[src/hdl/rbn_pkg.sv]
// Shared types, constants and helpers for the bilinear resize and normalize unit.
package rbn_pkg;

	// Command codes carried on the request channel.
	localparam logic CMD_LOAD    = 1'b0;
	localparam logic CMD_PRODUCE = 1'b1;

	// Configuration register indexes.
	localparam logic [1:0] REG_SRC_W = 2'd0;
	localparam logic [1:0] REG_SRC_H = 2'd1;
	localparam logic [1:0] REG_OUT_N = 2'd2;

	// Dimension limits and reset values.
	localparam logic [8:0] DIM_MAX     = 9'd256;
	localparam logic [8:0] SRC_W_RESET = 9'd256;
	localparam logic [8:0] SRC_H_RESET = 9'd256;
	localparam logic [8:0] OUT_N_RESET = 9'd224;

	// Weight of one full pixel step (eight fraction bits).
	localparam logic [8:0] WEIGHT_ONE = 9'd256;

	// Normalization: 255 in blend units, rounding half of 1020, reciprocal of 255.
	localparam logic [24:0] FULL_SCALE  = 25'd16711680;
	localparam logic [24:0] ROUND_HALF  = 25'd510;
	localparam logic [15:0] RECIP_255   = 16'd32897;

	// One mapped beat between the divider and the fetch unit.
	typedef struct packed {
		logic        load;
		logic        err;
		logic [15:0] idx;
		logic [23:0] word;
		logic [7:0]  x0;
		logic [7:0]  x1;
		logic [7:0]  y0;
		logic [7:0]  y1;
		logic [7:0]  fx;
		logic [7:0]  fy;
	} map_t;

	// One blended beat between the fetch unit and the normalizer.
	typedef struct packed {
		logic             err;
		logic [2:0][23:0] sum;
	} acc_t;

	// Zero acts as one and values above the limit act as the limit.
	function automatic logic [8:0] eff_dim(input logic [8:0] v);
		logic [8:0] r;
		if (v == 9'd0) begin
			r = 9'd1;
		end else if (v > DIM_MAX) begin
			r = DIM_MAX;
		end else begin
			r = v;
		end
		return r;
	endfunction

endpackage

[src/hdl/rbn_if.sv]


interface rbn_rsp_if;
	logic               valid;
	logic               ready;
	logic signed [15:0] red_value;
	logic signed [15:0] green_value;
	logic signed [15:0] blue_value;
	logic               coord_error;

	modport source(output valid, red_value, green_value, blue_value, coord_error,
		input ready);
	modport sink(input valid, red_value, green_value, blue_value, coord_error,
		output ready);
endinterface

[src/hdl/rbn_norm.sv]
// Normalizer: maps each blend sum to 2v/255-1 in Q1.14, rounded to nearest.
module rbn_norm import rbn_pkg::*; (
	input  logic    clk,
	input  logic    arst_n,
	input  logic    acc_valid,
	input  acc_t    acc_item,
	output logic    acc_ready,
	rbn_rsp_if.source rsp
);

	logic             valid_s1;
	logic             err_s1;
	logic [2:0]       neg_s1;
	logic [2:0][21:0] m_s1;
	logic             valid_s2;
	logic             err_s2;
	logic [2:0]       neg_s2;
	logic [2:0][21:0] m_s2;
	logic [2:0][37:0] prod_s2;
	logic             out_valid_q;
	logic             err_q;
	logic [2:0][15:0] val_q;

	logic             adv;
	logic [2:0]       neg_c;
	logic [2:0][21:0] m_c;
	logic [2:0][15:0] val_c;
	logic [24:0]      twice;
	logic [24:0]      mag;
	logic [24:0]      num;
	logic [14:0]      qe;
	logic [14:0]      q;
	logic [22:0]      chk;

	assign adv       = !out_valid_q || rsp.ready;
	assign acc_ready = adv;

	// Distance from mid scale, plus half the divisor, divided by four.
	always_comb begin
		twice = '0;
		mag   = '0;
		num   = '0;
		for (int c = 0; c < 3; c++) begin
			twice    = {acc_item.sum[c], 1'b0};
			neg_c[c] = twice < FULL_SCALE;
			mag      = neg_c[c] ? FULL_SCALE - twice : twice - FULL_SCALE;
			num      = mag + ROUND_HALF;
			m_c[c]   = num[23:2];
		end
	end

	// Quotient by 255 from the reciprocal, corrected by one where it overshoots.
	always_comb begin
		qe  = '0;
		q   = '0;
		chk = '0;
		for (int c = 0; c < 3; c++) begin
			qe  = prod_s2[c][37:23];
			chk = 23'({qe, 8'h00}) - 23'(qe);
			q   = (chk > 23'(m_s2[c])) ? qe - 15'd1 : qe;
			if (err_s2) begin
				val_c[c] = '0;
			end else if (neg_s2[c]) begin
				val_c[c] = 16'd0 - 16'(q);
			end else begin
				val_c[c] = 16'(q);
			end
		end
	end

	// Stage valids advance together whenever the output register can move.
	always_ff @(posedge clk or negedge arst_n) begin
		if (!arst_n) begin
			valid_s1    <= 1'b0;
			valid_s2    <= 1'b0;
			out_valid_q <= 1'b0;
		end else if (adv) begin
			valid_s1    <= acc_valid;
			valid_s2    <= valid_s1;
			out_valid_q <= valid_s2;
		end
	end

	always_ff @(posedge clk) begin
		if (adv) begin
			err_s1 <= acc_item.err;
			neg_s1 <= neg_c;
			m_s1   <= m_c;
			err_s2 <= err_s1;
			neg_s2 <= neg_s1;
			m_s2   <= m_s1;
			for (int c = 0; c < 3; c++) begin
				prod_s2[c] <= 38'(m_s1[c]) * 38'(RECIP_255);
			end
			err_q <= err_s2;
			val_q <= val_c;
		end
	end

	assign rsp.valid       = out_valid_q;
	assign rsp.red_value   = val_q[0];
	assign rsp.green_value = val_q[1];
	assign rsp.blue_value  = val_q[2];
	assign rsp.coord_error = err_q;

endmodule

[src/flat_wrapper.sv]
// flat-port wrapper written by rule: the top's interface ports become plain ports
module rbn_norm_flat import rbn_pkg::*;
  (clk, arst_n, acc_valid, acc_item, acc_ready, rsp_valid, rsp_red_value, rsp_green_value, rsp_blue_value, rsp_coord_error, rsp_ready);
  rbn_rsp_if rsp_i ();
  input  logic clk;
  input  logic arst_n;
  input  logic acc_valid;
  input  acc_t acc_item;
  output logic acc_ready;
  output wire logic [$bits(rsp_i.valid)-1:0] rsp_valid;
  output wire logic [$bits(rsp_i.red_value)-1:0] rsp_red_value;
  output wire logic [$bits(rsp_i.green_value)-1:0] rsp_green_value;
  output wire logic [$bits(rsp_i.blue_value)-1:0] rsp_blue_value;
  output wire logic [$bits(rsp_i.coord_error)-1:0] rsp_coord_error;
  input wire logic [$bits(rsp_i.ready)-1:0] rsp_ready;
  assign rsp_valid = rsp_i.valid;
  assign rsp_red_value = rsp_i.red_value;
  assign rsp_green_value = rsp_i.green_value;
  assign rsp_blue_value = rsp_i.blue_value;
  assign rsp_coord_error = rsp_i.coord_error;
  assign rsp_i.ready = rsp_ready;
  rbn_norm u_core (.clk(clk), .arst_n(arst_n), .acc_valid(acc_valid), .acc_item(acc_item), .acc_ready(acc_ready), .rsp(rsp_i));
endmodule
[config.mk]
export PLATFORM = sky130hd
export DESIGN_NAME = rbn_norm_flat
export DESIGN_NICKNAME = d
export VERILOG_FILES = /design/src/hdl/rbn_pkg.sv /design/src/hdl/rbn_if.sv /design/src/hdl/rbn_norm.sv /design/src/flat_wrapper.sv
export SDC_FILE = /design/constraint.sdc
export NUM_CORES = 1
export LEC_CHECK = 0
export CAP_MARGIN = 30
export CORE_MARGIN = 2
export CORE_UTILIZATION = 35
export DETAILED_ROUTE_END_ITERATION = 16
export DONT_BUFFER_PORTS = 1
export GPL_ROUTABILITY_DRIVEN = 0
export PLACE_DENSITY = 0.47
export SYNTH_ARGS = -nofsm -noshare
export SYNTH_HDL_FRONTEND = slang
export SYNTH_SLANG_ARGS = --single-unit
[constraint.sdc]
create_clock -name clk -period 9.5 [get_ports clk]
set_input_delay 0.475 -clock clk [delete_from_list [all_inputs] [get_ports clk]]
set_output_delay 0.475 -clock clk [all_outputs]
set_load 0.05 [all_outputs]
==> out/results.ini <==
[die]
start_util_pct = 35.2
core_area_sq_um = 62700
io_pins = 128
rows = 92
die_h_microns = 255
die_w_microns = 255
die_area_sq_um = 65200

[global_route]
grt.overflow.total = 0
gr-usage-met2_pct = 28.4
grt_pass1_vias = 16700
met3_usage_pct = 2.11
grt_pass1_wl_mm = 89.8
grt_max_degree = 56
track_usage_pct = 16.8
antenna_found_initial = 0
met1_usage_pct = 23.0
grt-busiest-layer = met2

[critical_path]
crit_fanout = 9
crit_type = reg -> reg
start_kind = flip-flop
cp_data_arrival_time_ns = 7.17
slowest_stage = a31oi_1
r2r_cells = 26
crit_required_ns = 9.83
max_stage_delay_ns = 0.64
endpoint_kind = flip-flop

[placed_design]
dp_worst_setup_slack_ns = 2.75
io_buffers = 0
dpl-instance-area_sq_um = 22900
hpwl_mm = 44.2

[status]
outcome = completed

[synth]
synth_edf_count = 234
synth-async-reset-ratio_pct = 1.27
synth.avg_cell_area_sq_um = 9.52
synth_ff_type = edfxtp_1
syn_inst = 2322
ys_ff_latch = 237
seq_area_frac_synth_pct = 32.1
yosys_warnings = 0
syn-num-nets = 2792
synth.distinct_cells = 91
syn_area_sq_um = 22100

[power]
power_density_nw_per_um2 = 300
p_leak_uw = 0.0101
ir_worst_vdd_mv = 0.156
p_total_uw = 7190

[clock_network]
ctsHtreeMaxLevel = 1
cts_resized = 0
clk_path_buf_depth = 3
cts_sinks = 237
cts_tree = yes
cts-root-buf = clkbuf_16
clk_pin_slew_ns = 0.06
cts_setup_buffers = 0
clk_latency_ns = 0.58
cts_made_buffers = 30

[detailed_routing]
drtAntennaViolNets = 0
drt-total-wl_mm = 55.7
drtIter0Drc = 912
viasPerCell = 5.27
first_pass_iters = 5
wl_per_cell_microns = 17.6
remaining_drc_errors = 0
vias = 16700

[timing]
tightestPinTransition_ns = 0.863
fin_crit_ns = 6.84
setup_violations = 0
whs_ns = 0.0540
hold_viol = 0
min_period_over_period_pct = 71.9
tns_ns = 0
worst_slack_ns = 2.66
fin_skew_ns = 0.0193
rsz0062_at_grt = no
slew_headroom_pct = 41.9
fmax_ghz = 0.146
report.final.slew_viol_count = 0

[final_layout]
stdcell_area_sq_um = 23900
drive_gt1_share_pct = 3.94
insertedDiodeCount = 0
area_growth_pct = 8.29
nets = 2759

[hold_path]
holdPathStages = 1
min_path_type = in -> reg

[job]
drv_cap = 0

==> final timing paths <==
path,to,slack [ns],startpoint
hold reg to reg,u_core.neg_s2[0]$_DFFE_PP_,0.42,u_core.neg_s1[0]$_DFFE_PP_
max in group asynchronous,u_core.rsp.valid$_DFFE_PN0P_,9.21,arst_n
setup reg to reg,u_core.rsp.blue_value[12]$_SDFFCE_PP0P_,2.66,u_core.prod_s2[107]$_DFFE_PP_
hold / removal,u_core.valid_s1$_DFFE_PN0P_,0.05,acc_valid
setup / recovery,u_core.rsp.blue_value[12]$_SDFFCE_PP0P_,2.66,u_core.prod_s2[107]$_DFFE_PP_
min in group asynchronous,u_core.valid_s1$_DFFE_PN0P_,0.15,arst_n
==> what timing repair did <==
item	in CTS	in global routing
hold buffers	2	0
endpoints found under the hold margin	4	0
setup endpoints to repair	0	0
==> flip-flops by register name (all words and copies together), names as in the netlist <==
name and count:
u_core.valid_s1 1, u_core.prod_s2 66, u_core.rsp.blue_value 16, u_core.rsp.coord_error 1
u_core.m_s2 45, u_core.err_s1 1, u_core.rsp.valid 1, u_core.neg_s2 3
u_core.valid_s2 1, u_core.neg_s1 3, u_core.err_s2 1, u_core.rsp.green_value 16
u_core.m_s1 66, u_core.rsp.red_value 16
==> cell families after synthesis <==
group | Yosys count | synth area share [%]
XOR/XNOR | 276 | 11.0
flip-flops | 237 | 32.1
buffers and inverters | 274 | 4.81
AND/OR/NAND/NOR | 701 | 15.7
AO/OA/AOI/OAI | 421 | 12.7
adder cells (fa/ha/maj) | 394 | 22.8
multiplexers | 19 | 0.888
==> where the power goes <==
| part | switching, uW | internal, uW |
|---|---|---|
| logic | 2180 | 1570 |
| registers | 690 | 1600 |
| clock network | 452 | 700 |
| total | 3320 | 3870 |
==> Yosys cell counts, types with 32 or more instances <==
| master | number | area share, % |
|---|---|---|
| o21ai_0 | 86 | 1.9 |
| inv_1 | 192 | 3.3 |
| edfxtp_1 | 234 | 32 |
| nor3_1 | 80 | 1.8 |
| nand3_1 | 66 | 1.5 |
| xnor2_1 | 202 | 8.0 |
| a21o_1 | 32 | 1.1 |
| a21oi_1 | 118 | 2.7 |
| xor2_1 | 72 | 2.9 |
| ha_1 | 378 | 21 |
| clkbuf_1 | 61 | 1.0 |
| nor2_1 | 199 | 3.4 |
| nand2_1 | 145 | 2.5 |
==> placed cells by master, fill, tap and decap left out, types with 11 or more instances in the layout <==
cell,instances
ha_1,378
edfxtp_1,234
xnor2_1,202
nor2_1,199
inv_1,192
nand2_1,145
a21oi_1,118
o21ai_0,86
nor3_1,80
xor2_1,72
nand3_1,66
a21o_1,32
clkbuf_16,31
o31ai_1,28
nand4_1,27
and3_1,23
a31oi_1,21
nor4_1,20
nor2b_1,18
nand2b_1,18
and2_1,18
or3_1,18
fa_1,15
mux2i_1,14
or4_1,13
clkinv_1,12
o21a_1,12
or2_2,11
==> through the flow <==
step	util (%)	cells
2_1_floorplan	-	2322
3_3_place_gp	36.5	3099
3_5_place_dp	36.6	3100
4_1_cts	38.2	3156
5_1_grt	38.2	3157
6_report	38.2	3157
==> critical path: cells and delay by family, from the launching register on <==
| kind | cells | cell delay (ns) |
|---|---|---|
| simple gates | 8 | 1.44 |
| mux | 1 | 0.36 |
| buf+inv | 1 | 0.28 |
| compound gates | 11 | 2.65 |
| flops | 1 | 0.42 |
| xor+xnor | 2 | 0.42 |
| fa+ha+maj | 3 | 1.01 |
==> routing by layer <==
| metal | vias up | wire length, microns |
|---|---|---|
| met5 | - | 0 |
| met4 | 0 | 1220 |
| met3 | 63 | 2020 |
| met2 | 340 | 25900 |
| met1 | 7879 | 26500 |
| li1 | 8369 | - |
==> area by class of cell <==
type	instances	area (sq um)
Clock buffer	39	806
Fill cell	6265	38800
Inverter	198	743
Multi-Input combinational cell	1811	14000
Sequential cell	237	7100
Timing Repair Buffer	11	105
Clock inverter	15	178
Tap cell	846	1060
Power figures use the tool's default switching activity.
