[src/hdl/rbn_pkg.sv]
// Shared types, constants and helpers for the bilinear resize and normalize unit.
package rbn_pkg;

	// Command codes carried on the request channel.
	localparam logic CMD_LOAD    = 1'b0;
	localparam logic CMD_PRODUCE = 1'b1;

	// Configuration register indexes.
	localparam logic [1:0] REG_SRC_W = 2'd0;
	localparam logic [1:0] REG_SRC_H = 2'd1;
	localparam logic [1:0] REG_OUT_N = 2'd2;

	// Dimension limits and reset values.
	localparam logic [8:0] DIM_MAX     = 9'd256;
	localparam logic [8:0] SRC_W_RESET = 9'd256;
	localparam logic [8:0] SRC_H_RESET = 9'd256;
	localparam logic [8:0] OUT_N_RESET = 9'd224;

	// Weight of one full pixel step (eight fraction bits).
	localparam logic [8:0] WEIGHT_ONE = 9'd256;

	// Normalization: 255 in blend units, rounding half of 1020, reciprocal of 255.
	localparam logic [24:0] FULL_SCALE  = 25'd16711680;
	localparam logic [24:0] ROUND_HALF  = 25'd510;
	localparam logic [15:0] RECIP_255   = 16'd32897;

	// One mapped beat between the divider and the fetch unit.
	typedef struct packed {
		logic        load;
		logic        err;
		logic [15:0] idx;
		logic [23:0] word;
		logic [7:0]  x0;
		logic [7:0]  x1;
		logic [7:0]  y0;
		logic [7:0]  y1;
		logic [7:0]  fx;
		logic [7:0]  fy;
	} map_t;

	// One blended beat between the fetch unit and the normalizer.
	typedef struct packed {
		logic             err;
		logic [2:0][23:0] sum;
	} acc_t;

	// Zero acts as one and values above the limit act as the limit.
	function automatic logic [8:0] eff_dim(input logic [8:0] v);
		logic [8:0] r;
		if (v == 9'd0) begin
			r = 9'd1;
		end else if (v > DIM_MAX) begin
			r = DIM_MAX;
		end else begin
			r = v;
		end
		return r;
	endfunction

endpackage

[src/hdl/rbn_if.sv]
// Request and response channel interfaces.
interface rbn_req_if;
	logic        valid;
	logic        ready;
	logic        command;
	logic [15:0] pixel_index;
	logic [31:0] pixel_word;
	logic [7:0]  out_column;
	logic [7:0]  out_row;

	modport source(output valid, command, pixel_index, pixel_word, out_column, out_row,
		input ready);
	modport sink(input valid, command, pixel_index, pixel_word, out_column, out_row,
		output ready);
endinterface


[src/hdl/rbn_div.sv]
// Coordinate mapper: divides o*(S-1)*256 by (D-1), eight quotient bits a cycle.
module rbn_div import rbn_pkg::*; (
	input  logic       clk,
	input  logic       arst_n,
	input  logic [8:0] src_w,
	input  logic [8:0] src_h,
	input  logic [8:0] out_n,
	rbn_req_if.sink    req,
	output logic       map_valid,
	output map_t       map_item,
	input  logic       map_ready
);

	logic        busy_q;
	logic [1:0]  left_q;
	logic        load_q;
	logic        err_q;
	logic [15:0] idx_q;
	logic [23:0] word_q;
	logic [7:0]  d_q;
	logic [7:0]  rx_q;
	logic [7:0]  ry_q;
	logic [15:0] nlx_q;
	logic [15:0] nly_q;
	logic [15:0] qx_q;
	logic [15:0] qy_q;

	logic        done;
	logic        take;
	logic        coord_bad;
	logic [15:0] nx;
	logic [15:0] ny;
	logic [39:0] stx;
	logic [39:0] sty;
	logic [8:0]  x0p1;
	logic [8:0]  y0p1;

	// Eight restoring division steps on remainder, numerator tail and quotient.
	function automatic logic [39:0] div8(input logic [7:0] r_in, input logic [15:0] nl_in,
		input logic [15:0] q_in, input logic [7:0] d);
		logic [7:0]  r;
		logic [15:0] nl;
		logic [15:0] q;
		logic [8:0]  t;
		r  = r_in;
		nl = nl_in;
		q  = q_in;
		for (int i = 0; i < 8; i++) begin
			t  = {r, nl[15]};
			nl = {nl[14:0], 1'b0};
			if (t >= {1'b0, d}) begin
				r = 8'(t - {1'b0, d});
				q = {q[14:0], 1'b1};
			end else begin
				r = t[7:0];
				q = {q[14:0], 1'b0};
			end
		end
		return {r, nl, q};
	endfunction

	// Range check and numerators of both axes.
	always_comb begin
		coord_bad = ({1'b0, req.out_column} >= out_n) || ({1'b0, req.out_row} >= out_n);
		if (out_n == 9'd1) begin
			nx = '0;
			ny = '0;
		end else begin
			nx = 16'(req.out_column) * 16'(src_w - 9'd1);
			ny = 16'(req.out_row) * 16'(src_h - 9'd1);
		end
	end

	assign done      = busy_q && (left_q == 2'd0);
	assign req.ready = !busy_q || (done && map_ready);
	assign take      = req.valid && req.ready;
	assign stx       = div8(rx_q, nlx_q, qx_q, d_q);
	assign sty       = div8(ry_q, nly_q, qy_q, d_q);

	// Occupancy and remaining division cycles.
	always_ff @(posedge clk or negedge arst_n) begin
		if (!arst_n) begin
			busy_q <= 1'b0;
			left_q <= 2'd0;
		end else if (take) begin
			busy_q <= 1'b1;
			left_q <= (req.command == CMD_PRODUCE && !coord_bad) ? 2'd2 : 2'd0;
		end else if (done && map_ready) begin
			busy_q <= 1'b0;
		end else if (left_q != 2'd0) begin
			left_q <= left_q - 2'd1;
		end
	end

	// Beat payload and division datapath.
	always_ff @(posedge clk) begin
		if (take) begin
			load_q <= (req.command == CMD_LOAD);
			err_q  <= (req.command == CMD_PRODUCE) && coord_bad;
			idx_q  <= req.pixel_index;
			word_q <= req.pixel_word[23:0];
			d_q    <= (out_n == 9'd1) ? 8'd1 : 8'(out_n - 9'd1);
			rx_q   <= nx[15:8];
			ry_q   <= ny[15:8];
			nlx_q  <= {nx[7:0], 8'h00};
			nly_q  <= {ny[7:0], 8'h00};
			qx_q   <= '0;
			qy_q   <= '0;
		end else if (busy_q && left_q != 2'd0) begin
			{rx_q, nlx_q, qx_q} <= stx;
			{ry_q, nly_q, qy_q} <= sty;
		end
	end

	// Neighbor coordinates clamped to the source edge.
	always_comb begin
		x0p1 = {1'b0, qx_q[15:8]} + 9'd1;
		y0p1 = {1'b0, qy_q[15:8]} + 9'd1;
		map_item.load = load_q;
		map_item.err  = err_q;
		map_item.idx  = idx_q;
		map_item.word = word_q;
		map_item.x0   = qx_q[15:8];
		map_item.y0   = qy_q[15:8];
		map_item.fx   = qx_q[7:0];
		map_item.fy   = qy_q[7:0];
		map_item.x1   = (x0p1 < src_w) ? x0p1[7:0] : 8'(src_w - 9'd1);
		map_item.y1   = (y0p1 < src_h) ? y0p1[7:0] : 8'(src_h - 9'd1);
	end

	assign map_valid = done;

endmodule

[src/flat_wrapper.sv]
// flat-port wrapper written by rule: the top's interface ports become plain ports
module rbn_div_flat import rbn_pkg::*;
  (clk, arst_n, src_w, src_h, out_n, map_valid, map_item, map_ready, req_valid, req_command, req_pixel_index, req_pixel_word, req_out_column, req_out_row, req_ready);
  rbn_req_if req_i ();
  input  logic clk;
  input  logic arst_n;
  input  logic [8:0] src_w;
  input  logic [8:0] src_h;
  input  logic [8:0] out_n;
  output logic map_valid;
  output map_t map_item;
  input  logic map_ready;
  input wire logic [$bits(req_i.valid)-1:0] req_valid;
  input wire logic [$bits(req_i.command)-1:0] req_command;
  input wire logic [$bits(req_i.pixel_index)-1:0] req_pixel_index;
  input wire logic [$bits(req_i.pixel_word)-1:0] req_pixel_word;
  input wire logic [$bits(req_i.out_column)-1:0] req_out_column;
  input wire logic [$bits(req_i.out_row)-1:0] req_out_row;
  output wire logic [$bits(req_i.ready)-1:0] req_ready;
  assign req_i.valid = req_valid;
  assign req_i.command = req_command;
  assign req_i.pixel_index = req_pixel_index;
  assign req_i.pixel_word = req_pixel_word;
  assign req_i.out_column = req_out_column;
  assign req_i.out_row = req_out_row;
  assign req_ready = req_i.ready;
  rbn_div u_core (.clk(clk), .arst_n(arst_n), .src_w(src_w), .src_h(src_h), .out_n(out_n), .req(req_i), .map_valid(map_valid), .map_item(map_item), .map_ready(map_ready));
endmodule
[config.mk]
export PLATFORM = sky130hd
export DESIGN_NAME = rbn_div_flat
export DESIGN_NICKNAME = d
export VERILOG_FILES = /design/src/hdl/rbn_pkg.sv /design/src/hdl/rbn_if.sv /design/src/hdl/rbn_div.sv /design/src/flat_wrapper.sv
export SDC_FILE = /design/constraint.sdc
export NUM_CORES = 1
export LEC_CHECK = 0
export ABC_AREA = 1
export BUFFER_PORTS_ARGS = -buffer_cell sky130_fd_sc_hd__buf_2
export CAP_MARGIN = 20
export CORE_UTILIZATION = 50
export CTS_CLUSTER_SIZE = 30
export DETAILED_ROUTE_END_ITERATION = 7
export GPL_TIMING_DRIVEN = 0
export PLACE_DENSITY = 0.69
export SLEW_MARGIN = 20
export SYNTH_ARGS = -nofsm -noshare
export SYNTH_HDL_FRONTEND = slang
export SYNTH_SLANG_ARGS = --single-unit
[constraint.sdc]
create_clock -name clk -period 26.4 [get_ports clk]
set_clock_uncertainty 0.05 [all_clocks]
set_input_delay 2.64 -clock clk [delete_from_list [all_inputs] [get_ports clk]]
set_output_delay 2.64 -clock clk [all_outputs]
set_load 0.01 [all_outputs]
==> out/metrics.yaml <==
worst_setup_path:
  crit_path_frequent_cell: "nand2_1"
  reg2regPathDepth: 104
  r2r_slack_ns: 8.53
  crit_type: "flip-flop to flip-flop"
  startpoint_type: "flip-flop"
  path_depth: 104
  crit_slowest_cell: "edfxtp_1"
  critPathMaxFanout: 11
  crit_buf_inv: 18
  cp.arrival_ns: 18.11
  slowest_delay_ns: 0.76
  end_kind: "flip-flop"
  critPathTopFamily: "compound AO/OA/AOI/OAI gates"
  worstPathRequired_ns: 26.64
routing:
  drt_iter0_markers: 986
  final_antenna_net_count: 0
  vias: 16100
  drc: 0
  dr.pass1.iters: 5
  avgViaCountPerCell: 5.20
  wl_mm: 47.8
  wire_per_inst_um: 15.5
floorplanning:
  fp-row-count: 69
  initial_core_util_pct: 50.7
  dieArea_um2: 36800
  die_h_um: 192
  die_w_um: 192
  ios: 188
  core_um2: 35500
place:
  gp_congestion: 0.931
  portBuffers: 179
  dp_hpwl_mm: 38.9
clock_network:
  cts_num_sinks: 117
  h-tree-depth: 4
  postCtsHoldBufs: 0
  clk_latency_ns: 0.43
  cts-root-buf: "clkbuf_16"
  cts_resized: 0
  clk_pin_slew_ns: 0.06
  cts_inserted_buffers: 17
  cts_tree: "done"
  post_cts_buffers: 0
  cts_buffer_depth: 2
grt:
  grt_max_degree: 33
  track_usage_pct: 26.7
  antenna_found_initial: 0
  grt_overflow_total: 0
  first_global_vias: 15700
  grt_pass1_wl_mm: 77.9
synthesis:
  synth_edf_count: 82
  syn-instance-count: 2418
  ys_warn_count: 0
  ys.flop_type: "edfxtp_1"
  syn_area_um2: 18000
  async_flop_share_pct: 2.56
  syn_area_per_cell_um2: 7.44
  ys_ff_latch: 117
  seq_area_frac_synth_pct: 17.7
  syn-num-nets: 2863
  synth_cell_types: 57
final_layout:
  most-common-layout-cells: "nand2_1 (531), inv_1 (477), ha_1 (215)"
  syn2layout_area_growth_pct: 12.1
  diodes: 0
  final_nets: 3066
  final_common_cell: "nand2_1"
  drive_above_1_share_pct: 13.1
timing:
  slew_violations: 0
  grt_setup_unrepaired: "no"
  fin_crit_sh_pct: 67.7
  hold_viol: 0
  worst_slew_pin_slew_ns: 1.13
  fmax_mhz: 55.9
  period_needed_ns: 17.87
  slew_headroom_pct: 24.6
  finalSetupViolCount: 0
  setup-tns-final_ns: 0
outcome:
  run_status: "finished, final reports clean"
worst_hold_path:
  hp-class: "flip-flop to flip-flop"
  min_path_cells: 2
run:
  max_cap_viol_count: 0
stage by stage:
step                      setup slack (ns)  instance area (um^2)  instances  hold slack (ns)  util (%)
after global placement                8.60                 19500       3058            0.416      54.9
final                                 8.53                 20200       3095            0.448      56.8
after CTS                             8.78                 20100       3093            0.437      56.8
after floorplan                      11.39                 18000       2418            0.395         -
after global routing                  6.73                 20200       3095            0.471      56.8
after detailed placement              8.83                 19600       3061            0.429      55.1
cell families after synthesis:
family | count (synthesis) | share of synthesized area [%]
flip-flops | 117 | 17.7
XOR/XNOR | 119 | 5.79
adder cells (fa/ha/maj) | 349 | 29.8
buffers and inverters | 536 | 11.9
AND/OR/NAND/NOR | 982 | 24.9
AO/OA/AOI/OAI | 315 | 9.98
layer usage:
layer,GRT usage (%),vias up,wire [um]
met5,0,-,0
met4,9.40,0,1260
met3,2.39,71,1830
met2,44.0,361,22900
met1,36.4,7583,21900
li1,-,8070,-
registers in the layout, summed over array words and instances (netlist names), 2 cells and up:
register,flops
u_core.ry_q,8
u_core.left_q,2
u_core.rx_q,8
u_core.qx_q,16
u_core.nly_q,8
u_core.qy_q,16
u_core.d_q,8
u_core.idx_q,16
u_core.nlx_q,8
u_core.word_q,24
synth_stat cells (all sizes together), types with 2 or more instances:
| cell type | number | area share (%) |
|---|---|---|
| nand4 | 24 | 0.83 |
| o31ai | 3 | 0.13 |
| a21boi | 4 | 0.19 |
| nor4 | 2 | 0.070 |
| and2 | 3 | 0.10 |
| nand3b | 9 | 0.40 |
| dfxtp | 32 | 3.6 |
| a22oi | 16 | 0.67 |
| dfrtp | 3 | 0.42 |
| xor2 | 78 | 3.8 |
| o21bai | 13 | 0.54 |
| or4 | 2 | 0.083 |
| o311ai | 2 | 0.097 |
| clkbuf | 17 | 0.35 |
| o21ai | 129 | 3.7 |
| or2 | 14 | 0.49 |
| a21oi | 120 | 3.4 |
| xnor2 | 41 | 2.0 |
| a21o | 4 | 0.17 |
| ha | 215 | 15 |
| clkinv | 4 | 0.083 |
| fa | 134 | 15 |
| inv | 487 | 10 |
| nand2 | 564 | 12 |
| nand3 | 129 | 4.7 |
| o21a | 4 | 0.17 |
| nor2 | 216 | 5.1 |
| edfxtp | 82 | 14 |
| a22o | 4 | 0.19 |
| nor3 | 17 | 0.47 |
| o211ai | 5 | 0.21 |
| buf | 28 | 1.3 |
| a211oi | 6 | 0.31 |
cell type report:
type,count,area (um^2)
Buffer,45,292
Clock buffer,17,425
Clock inverter,15,156
Fill cell,3347,15300
Inverter,491,1840
Multi-Input combinational cell,1765,12700
Sequential cell,117,3180
Tap cell,461,577
Timing Repair Buffer,184,996
path summary, 6_finish.rpt:
| path | start | to |
|---|---|---|
| max | u_core.d_q[1] | u_core.rx_q[7] |
| min | u_core.qy_q[0] | u_core.qy_q[0] |
| max reg2reg | u_core.d_q[1] | u_core.rx_q[7] |
| min reg2reg | u_core.qy_q[0] | u_core.qy_q[0] |
| max in group asynchronous | arst_n | u_core.left_q[1] |
| min in group asynchronous | arst_n | u_core.left_q[0] |
worst register-to-register path, delay by kind of cell, from the launching register on:
family,cells,cell delay (ns)
AOI/OAI and AO/OA,30,6.05
adders and majority gates,8,2.71
buffers and inverters,18,2.75
DFF,1,0.76
and+or+nand+nor,48,5.41
Power is left out: the tool's default activity adds up to more than one toggle a clock period on the data nets, which glitch-free logic cannot reach.
